===== config.mk =====
export PLATFORM = sky130hd
export DESIGN_NAME = sync_framed_command_deframer
export DESIGN_NICKNAME = d
export VERILOG_FILES = /design/src/hdl/sfcd_pkg.sv /design/src/hdl/sfcd_parser.sv /design/src/hdl/sfcd_out_reg.sv /design/src/hdl/sync_framed_command_deframer.sv
export SDC_FILE = /design/constraint.sdc
export NUM_CORES = 1
export LEC_CHECK = 0
export BUFFER_PORTS_ARGS = -buffer_cell sky130_fd_sc_hd__buf_2
export CORE_ASPECT_RATIO = 0.6
export CORE_MARGIN = 4
export CORE_UTILIZATION = 55
export CTS_BUF_LIST = sky130_fd_sc_hd__clkbuf_4
export CTS_CLUSTER_SIZE = 14
export DETAILED_ROUTE_END_ITERATION = 10
export GPL_TIMING_DRIVEN = 0
export PLACE_DENSITY = 0.81
export SETUP_SLACK_MARGIN = 0.2
export SYNTH_ARGS = -nofsm -noshare
export SYNTH_HDL_FRONTEND = slang
export SYNTH_SLANG_ARGS = --single-unit

===== constraint.sdc =====
create_clock -name clk -period 5.96 [get_ports clk]
set_clock_uncertainty 0.05 [all_clocks]
set_input_delay 1.192 -clock clk [delete_from_list [all_inputs] [get_ports clk]]
set_output_delay 1.192 -clock clk [all_outputs]
set_load 0.1 [all_outputs]

===== src/hdl/sfcd_pkg.sv =====
// Shared types and constants for the sync-framed command deframer.
`timescale 1ns / 1ps
`default_nettype none

package sfcd_pkg;

  localparam int unsigned ByteW  = 8;
  localparam int unsigned WordW  = 16;
  localparam int unsigned CfgIdxW = 2;

  // Configuration register indexes
  localparam logic [CfgIdxW-1:0] REG_FIRST_SYNC  = 2'd0;
  localparam logic [CfgIdxW-1:0] REG_SECOND_SYNC = 2'd1;
  localparam logic [CfgIdxW-1:0] REG_THIRD_SYNC  = 2'd2;

  // Frame phase, one-hot
  typedef enum logic [8:0] {
    PH_HUNT    = 9'b000000001,
    PH_SYNC2   = 9'b000000010,
    PH_SYNC3   = 9'b000000100,
    PH_CMD     = 9'b000001000,
    PH_DATA_HI = 9'b000010000,
    PH_DATA_LO = 9'b000100000,
    PH_REG     = 9'b001000000,
    PH_CSUM_HI = 9'b010000000,
    PH_CSUM_LO = 9'b100000000
  } phase_t;

  typedef struct packed {
    logic [ByteW-1:0] first_sync;
    logic [ByteW-1:0] second_sync;
    logic [ByteW-1:0] third_sync;
  } sync_cfg_t;

  // Packs into tdata as {payload_word, register_index, command_code}
  typedef struct packed {
    logic [WordW-1:0] payload_word;
    logic [ByteW-1:0] register_index;
    logic [ByteW-1:0] command_code;
  } result_t;

endpackage

`default_nettype wire


===== src/hdl/sfcd_parser.sv =====
// Frame parser: phase tracking, field capture and checksum check.
`timescale 1ns / 1ps
`default_nettype none

module sfcd_parser (
  input  wire                       clk,
  input  wire                       rst,
  input  wire                       step,      // consume rx_byte this cycle
  input  wire [sfcd_pkg::ByteW-1:0] rx_byte,
  input  sfcd_pkg::sync_cfg_t       sync_cfg,
  output logic                      hit,       // rx_byte would complete a good frame
  output sfcd_pkg::result_t         result
);

  sfcd_pkg::phase_t phase, phase_next;
  logic [sfcd_pkg::ByteW-1:0] held_command;
  logic [sfcd_pkg::ByteW-1:0] held_register;
  logic [sfcd_pkg::WordW-1:0] held_data;
  logic [sfcd_pkg::ByteW-1:0] held_checksum_high;
  logic [sfcd_pkg::WordW-1:0] sum;

  // 7 bytes fit in 11 bits; carry into 16 bits.
  assign sum = {8'd0, sync_cfg.first_sync} + {8'd0, sync_cfg.second_sync}
             + {8'd0, sync_cfg.third_sync} + {8'd0, held_command}
             + {8'd0, held_register} + {8'd0, held_data[15:8]}
             + {8'd0, held_data[7:0]};

  assign hit = (phase == sfcd_pkg::PH_CSUM_LO) && (sum == {held_checksum_high, rx_byte});

  assign result.command_code   = held_command;
  assign result.register_index = held_register;
  assign result.payload_word   = held_data;

  always_comb begin
    case (phase)
      sfcd_pkg::PH_SYNC2:
        phase_next = (rx_byte == sync_cfg.second_sync) ? sfcd_pkg::PH_SYNC3 : sfcd_pkg::PH_HUNT;
      sfcd_pkg::PH_SYNC3:
        phase_next = (rx_byte == sync_cfg.third_sync) ? sfcd_pkg::PH_CMD : sfcd_pkg::PH_HUNT;
      sfcd_pkg::PH_CMD:     phase_next = sfcd_pkg::PH_DATA_HI;
      sfcd_pkg::PH_DATA_HI: phase_next = sfcd_pkg::PH_DATA_LO;
      sfcd_pkg::PH_DATA_LO: phase_next = sfcd_pkg::PH_REG;
      sfcd_pkg::PH_REG:     phase_next = sfcd_pkg::PH_CSUM_HI;
      sfcd_pkg::PH_CSUM_HI: phase_next = sfcd_pkg::PH_CSUM_LO;
      sfcd_pkg::PH_CSUM_LO: phase_next = sfcd_pkg::PH_HUNT;
      default:
        phase_next = (rx_byte == sync_cfg.first_sync) ? sfcd_pkg::PH_SYNC2 : sfcd_pkg::PH_HUNT;
    endcase
  end

  always_ff @(posedge clk) begin
    if (rst) begin
      phase              <= sfcd_pkg::PH_HUNT;
      held_command       <= '0;
      held_register      <= '0;
      held_data          <= '0;
      held_checksum_high <= '0;
    end else if (step) begin
      phase <= phase_next;
      if (phase == sfcd_pkg::PH_CMD)     held_command       <= rx_byte;
      if (phase == sfcd_pkg::PH_DATA_HI) held_data[15:8]    <= rx_byte;
      if (phase == sfcd_pkg::PH_DATA_LO) held_data[7:0]     <= rx_byte;
      if (phase == sfcd_pkg::PH_REG)     held_register      <= rx_byte;
      if (phase == sfcd_pkg::PH_CSUM_HI) held_checksum_high <= rx_byte;
    end
  end

endmodule

`default_nettype wire


===== src/hdl/sfcd_out_reg.sv =====
// Result register driving the master-side stream.
`timescale 1ns / 1ps
`default_nettype none

module sfcd_out_reg (
  input  wire                clk,
  input  wire                rst,
  input  wire                load,
  input  sfcd_pkg::result_t  load_data,
  output logic               free,       // register can take a result this cycle
  output logic               m_tvalid,
  input  wire                m_tready,
  output sfcd_pkg::result_t  m_result
);

  assign free = !m_tvalid || m_tready;

  always_ff @(posedge clk) begin
    if (rst) begin
      m_tvalid <= 1'b0;
    end else if (load) begin
      m_tvalid <= 1'b1;
    end else if (m_tready) begin
      m_tvalid <= 1'b0;
    end
  end

  always_ff @(posedge clk) begin
    if (load) begin
      m_result <= load_data;
    end
  end

endmodule

`default_nettype wire


===== src/hdl/sync_framed_command_deframer.sv =====
// Top level of the sync-framed command deframer.
`timescale 1ns / 1ps
`default_nettype none

// Finds nine-byte command frames in a received byte stream: three sync bytes
// (matched against the three sync registers), command, data high, data low,
// register, then a 16-bit checksum sent high byte first. The checksum is the
// 16-bit sum of the three sync register values and the four payload bytes;
// a good frame produces one beat on the master side, a bad one produces
// nothing. A sync mismatch returns the parser to hunting for the first sync
// byte and the mismatching byte is not retried as a first sync byte.
// Rate: one byte per cycle. Each byte lands in an input register and is
// consumed by the parser from there; the result register holds a finished
// frame while later bytes keep flowing. The input only stalls when the byte
// completing a good frame finds the result register still full. A good
// frame is loaded there as its last checksum byte leaves the input register.
// Config writes are always accepted (cfg_ready is tied high); write them only
// while no frame is in flight. Indexes beyond the third register are ignored.

module sync_framed_command_deframer (
  input  wire         clk,
  input  wire         rst,
  // slave side
  input  wire         s_tvalid,
  output logic        s_tready,
  input  wire  [7:0]  s_tdata,     // [7:0] rx_byte
  // master side
  output logic        m_tvalid,
  input  wire         m_tready,
  output logic [31:0] m_tdata,     // [7:0] command_code, [15:8] register_index,
                                   // [31:16] payload_word
  // config write channel
  input  wire         cfg_valid,
  output logic        cfg_ready,
  input  wire  [1:0]  cfg_index,
  input  wire  [7:0]  cfg_data
);

  sfcd_pkg::sync_cfg_t sync_cfg;
  sfcd_pkg::result_t   parse_result;
  sfcd_pkg::result_t   out_result;

  logic       in_valid;
  logic [7:0] in_byte;
  logic       hit;
  logic       out_free;
  logic       advance;

  // Config registers
  assign cfg_ready = 1'b1;

  always_ff @(posedge clk) begin
    if (rst) begin
      sync_cfg <= '0;
    end else if (cfg_valid) begin
      case (cfg_index)
        sfcd_pkg::REG_FIRST_SYNC:  sync_cfg.first_sync  <= cfg_data;
        sfcd_pkg::REG_SECOND_SYNC: sync_cfg.second_sync <= cfg_data;
        sfcd_pkg::REG_THIRD_SYNC:  sync_cfg.third_sync  <= cfg_data;
        default: ;
      endcase
    end
  end

  // Input register; the held byte moves on unless it completes a good frame
  // and the result register is still occupied.
  assign advance  = in_valid && (out_free || !hit);
  assign s_tready = !in_valid || advance;

  always_ff @(posedge clk) begin
    if (rst) begin
      in_valid <= 1'b0;
    end else if (s_tready) begin
      in_valid <= s_tvalid;
    end
  end

  always_ff @(posedge clk) begin
    if (s_tready && s_tvalid) begin
      in_byte <= s_tdata;
    end
  end

  sfcd_parser u_parser (
    .clk      (clk),
    .rst      (rst),
    .step     (advance),
    .rx_byte  (in_byte),
    .sync_cfg (sync_cfg),
    .hit      (hit),
    .result   (parse_result)
  );

  sfcd_out_reg u_out_reg (
    .clk       (clk),
    .rst       (rst),
    .load      (advance && hit),
    .load_data (parse_result),
    .free      (out_free),
    .m_tvalid  (m_tvalid),
    .m_tready  (m_tready),
    .m_result  (out_result)
  );

  assign m_tdata = out_result;

endmodule

`default_nettype wire


## After elaboration in Yosys (flattened, before gate mapping)

Index checks and enable logic that the tools add are counted.

| operators by class | value |
|---|---|
| $add $sub $neg | 6 |
| equal/unequal tests | 14 |
| muxes and demuxes | 6 |
| reduce and logical (&&, ||, !) cells | 20 |

Operator list:

| kind | count |
|---|---|
| $add 16x8->16 | 5 |
| $pmux 9 s8 | 1 |
| $eq 8x8->1 | 3 |
| $eq 16x16->1 | 1 |
| $reduce_and 2->1 | 8 |
| $add 8x8->9 | 1 |
| $eq 9x2->1 const B | 1 |
| $eq 9x3->1 const B | 1 |
| $eq 9x4->1 const B | 1 |
| $eq 9x5->1 const B | 1 |
| $eq 9x6->1 const B | 1 |
| $eq 9x7->1 const B | 1 |
| $eq 9x8->1 const B | 1 |
| $eq 9x9->1 const B | 1 |
| $logic_and 1x1->1 | 4 |
| $mux 4 | 1 |
| $logic_not 1->1 | 3 |
| $logic_or 1x1->1 | 3 |
| $mux 3 | 1 |
| $eq 2x1->1 const B | 1 |
| $eq 2x2->1 const B | 1 |
| $logic_not 2->1 | 1 |
| $mux 1 | 2 |
| $mux 2 | 1 |
| $reduce_bool 2->1 | 1 |

| storage, ports and cells | value |
|---|---|
| register bits | 115 |
| bits of input ports | 23 |

## Depth between registers and ports, before layout

| depth | value |
|---|---|
| depth in word-level cells | 13 |
| gate-level depth with buffers | 22 |
| gate-level depth less buffers | 22 |

## Hierarchy

A second synthesis with hierarchy kept.

| second synthesis, totals | value |
|---|---|
| cells, all modules | 568 |
| area, all modules | 6204.7 µm² |

By module, submodules not included:

| module | times used | cells each | area an instance (µm²) | sequential area each (µm²) |
|---|---|---|---|---|
| sfcd_parser | 1 | 424 | 3898.7 | 980.9 |
| sync_framed_command_deframer | 1 | 108 | 1298.7 | 740.7 |
| sfcd_out_reg | 1 | 36 | 1007.2 | 980.9 |

## Worst setup path after synthesis

OpenSTA, ideal clock, no wires.

| path | value |
|---|---|
| path type | register to output |
| from | register, netlist name sync_cfg[8] |
| to | output port s_tready |
| arrival time | 5590 ps |
| required time | 4718 ps |
| setup slack | -872 ps |
| stages on the path, launching flop included | 20 |
| buffers on the path | 0 |
| cells stage by stage | dfxtp_1 ha_1 inv_1 fa_1 nor2b_1 o21ai_0 a21boi_0 o21ai_0 nand2b_1 xnor2_1 fa_1 fa_1 fa_1 inv_1 ha_1 o21a_1 a2111oi_0 nor3_1 a21boi_0 nand4_1 |

| on the way | value |
|---|---|
| longest elaborated chain between the ends | 12 |

RTL lines:

| element | RTL line | source |
|---|---|---|
| $add 8x8->9 | sfcd_parser.sv:23 | `assign sum = {8'd0, sync_cfg.first_sync} + {8'd0, sync_cfg.second_sync}` |
| $add 16x8->16 (2 in a row) | sfcd_parser.sv:24 | `+ {8'd0, sync_cfg.third_sync} + {8'd0, held_command}` |
| $add 16x8->16 (2 in a row) | sfcd_parser.sv:25 | `+ {8'd0, held_register} + {8'd0, held_data[15:8]}` |
| $add 16x8->16 | sfcd_parser.sv:26 | `+ {8'd0, held_data[7:0]};` |
| $eq 16x16->1 | sfcd_parser.sv:28 | `assign hit = (phase == sfcd_pkg::PH_CSUM_LO) && (sum == {held_checksum_high, rx_byte});` |
| $logic_and 1x1->1 | sfcd_parser.sv:28 |  |
| $logic_not 1->1 | sync_framed_command_deframer.sv:67 | `assign advance = in_valid && (out_free \|\| !hit);` |
| $logic_or 1x1->1 | sync_framed_command_deframer.sv:67 |  |
| $logic_and 1x1->1 | sync_framed_command_deframer.sv:67 |  |
| $logic_or 1x1->1 | sync_framed_command_deframer.sv:68 | `assign s_tready = !in_valid \|\| advance;` |
| end, declared | sync_framed_command_deframer.sv:25 | `output logic s_tready,` |

Every way passes these cells.

## Worst setup path after layout

| path | value |
|---|---|
| from | register, netlist name sync_cfg[8] |
| to | output port s_tready |

| on the way | value |
|---|---|
| longest elaborated chain between the ends | 12 |

RTL lines:

| element | RTL line |
|---|---|
| $add 8x8->9 | sfcd_parser.sv:23 |
| $add 16x8->16 (2 in a row) | sfcd_parser.sv:24 |
| $add 16x8->16 (2 in a row) | sfcd_parser.sv:25 |
| $add 16x8->16 | sfcd_parser.sv:26 |
| $eq 16x16->1 | sfcd_parser.sv:28 |
| $logic_and 1x1->1 | sfcd_parser.sv:28 |
| $logic_not 1->1 | sync_framed_command_deframer.sv:67 |
| $logic_or 1x1->1 | sync_framed_command_deframer.sv:67 |
| $logic_and 1x1->1 | sync_framed_command_deframer.sv:67 |
| $logic_or 1x1->1 | sync_framed_command_deframer.sv:68 |

Every way passes these cells.

==> out/results.txt <==
Run status: finished with violations
Failing checks: setup timing
Share of cells above drive strength 1: 0.265
Routability congestion estimate: 0.918
Worst-path fanout max: 4
FMAX: 147 MHz
CTS tree: done
CTS Buffer Depth: 2
Req. time, crit path: 4720 ps
First-pass GRT wire length: 23000 µm
Routed WL: 14700 µm
Mapped Avg Cell Area: 10.9 µm²
Synth warn: 0
Final core utilization: 0.689
Area growth syn-to-layout: 21.8%
Post-synth top area share: 0.250
Hold_buf cts: 0
Min-Delay Path Class: reg -> reg
Max Cap Viol: 0
Setup TNS: -11420 ps
Antenna cell count: 0
H-tree depth: 4
Iteration-0 DRC Markers: 306
Syn Inst Count: 553
Peak VDD IR: 0.145 mV
Vias: 4444
TritonCTS buffer count: 17
Yosys reg bits: 115
DRT Pass-1 Iters: 5
Final Net Count: 733
CTS sink cnt: 115
Final Hold Viols: 0
Final ANT Viol Nets: 0
RSZ-0062 raised after global routing: yes
Die area: 12700 µm²
Port Buffers: 56
Initial cell density of the core: 0.566
Initial antenna violation count: 0
DRC viols: 0
Fin crit share: 1.14
Die extent in x: 143 µm
Leak Pwr: 3.25 nW
Worst-path clk slew: 110 ps
Netlist cell types: 47
Post-detail-place hpwl: 10300 µm
Endpoint class of the critical path: output port
Root buf cell: clkbuf_4
All-Layer GR Usage: 0.241
Slew Limit Fails: 0
Setup Viol. Count Final: 42
P per Cell Area: 222 nW/µm²
Rel. slew slack: 0.398
Crit path DAT: 5570 ps
Die extent in y: 89 µm
Largest net degree at the start of global routing: 33
Routed WL per cell: 18.1 µm
Post-synth EDFFs: 40
IO Pins: 58
Async S/R FF share, synth: 0
Ys flop type: dfxtp_1
Clk_lat worst skew: 540 ps
Area of the mapped netlist: 6010 µm²
Vias in the first global route: 4453
Vias/cell: 5.48
Final Critical Period: 6810 ps
Fin worst setup slack: -852 ps
DP Worst Slack: -651 ps
Fill count: 758
Worst-Margin Slew: 900 ps
CP Launch Type: flip-flop
Biggest area consumer among synthesized cells: dfxtp_1
Num rows: 29
Syn nets: 627
Core Area: 10600 µm²
Crit path kind: reg -> out
Gr ovfl total: 0
Seq/Total Area, Yosys: 0.449
Ranking of synthesized cells by area: dfxtp_1, edfxtp_1, fa_1, mux2i_1, nor2_1
-- state kept, by name, indices dropped and copies added, names as in the netlist --
name / count
u_parser.held_register: 8
u_out_reg.m_tvalid: 1
sync_cfg: 24
u_parser.phase: 9
u_out_reg.m_result: 32
in_valid: 1
u_parser.held_command: 8
in_byte: 8
u_parser.held_data: 16
u_parser.held_checksum_high: 8
-- metrics by stage --
stage	std cells	hold WS (ps)	power [W]	area [µm²]
after global routing	811	456	0.00168	7330
after floorplan	553	380	0.000942	6080
after detailed placement	748	397	0.000983	6540
after global placement	748	392	0.000979	6540
after CTS	805	421	0.00162	7200
final	811	426	0.00163	7330
-- path summary, 6_finish.rpt --
path,startpoint,to,slack [ps],depth (start not counted)
max,sync_cfg[8],s_tready,-850,19
min reg2reg,u_parser.held_data[4],u_out_reg.m_result[20],430,0
min,u_parser.held_data[4],u_out_reg.m_result[20],430,0
max reg2reg,sync_cfg[8],in_byte[7],-690,30
-- metal layers --
metal  wire length (µm)  track usage  up-vias  share of wire
li1                   -            -     2059              -
met1               6630        0.333     2189           0.45
met2               6770        0.379      175           0.46
met3               1110       0.0577       21          0.076
met4                195       0.0811        0          0.013
met5                  0            0        -              0
-- synthesized netlist by cell type (7+ instances only) --
cell and n:
a21oi_1 9, clkbuf_1 22, dfxtp_1 75, edfxtp_1 40, fa_1 33, ha_1 18, inv_1 63, mux2i_1 66
nand2_1 7, nand2b_1 11, nor2_1 76, o21ai_0 12, xnor2_1 23, xor2_1 25
-- final cells by class --
class | instances | area (µm²) | area share
sequential | 115 | 2720 | 0.371
clock buffer | 20 | 150 | 0.0205
timing repair buffer | 87 | 534 | 0.0729
inverter | 63 | 236 | 0.0323
tap | 139 | 174 | 0.0237
buffer | 26 | 104 | 0.0142
clock inverter | 12 | 163 | 0.0222
multi-input combinational | 349 | 3250 | 0.444
-- power breakdown --
group / total (W) / switching [W] / internal, W
combinational: 0.000161 / 0.0000947 / 0.0000666
clock: 0.000642 / 0.000301 / 0.000341
sequential: 0.000824 / 0.00000768 / 0.000816
-- worst max-delay path, stage by stage, from the launching register on --
cell and delay (ps):
dfxtp_4 380, ha_4 130, inv_2 40, fa_2 420, nor2b_2 140, o21ai_2 80
nand2_2 90, xnor2_2 130, fa_1 500, fa_1 530, fa_1 540, inv_1 60
ha_4 260, a211o_4 350, o21ai_2 80, xnor2_1 150, nand4_1 180, a2111oi_4 510
nand4_1 220, buf_8 230
-- cell usage in the layout, fill, tap and decap left out, types with 8 or more instances in the layout --
master / instances
ha_1: 9
fa_1: 30
nor2_1: 75
nand2b_1: 11
edfxtp_1: 40
mux2i_1: 66
xor2_1: 24
clkbuf_4: 20
buf_4: 29
buf_2: 57
inv_1: 55
clkbuf_1: 22
inv_2: 8
dfxtp_1: 71
xnor2_1: 18
ha_4: 9
-- what timing repair did --
item,in CTS,in global routing
gates resized for setup,43,18
setup buffers,25,6
endpoints found under the setup margin,33,42
endpoints found under the hold margin,0,0
pin swaps,37,28
-- cells by family (layout without fill, tap and decap cells) --
group           count (synthesis)  after routing  synth area share
flops                         115            115             0.449
compound gates                 46             46            0.0545
xor+xnor                       48             48            0.0699
buf+inv                        89            208            0.0566
other cells                     1              1          0.000623
mux                            67             67             0.112
simple gates                  136            136             0.110
fa+ha+maj                      51             51             0.147
Note: power is estimated with default switching activity, not from simulation.
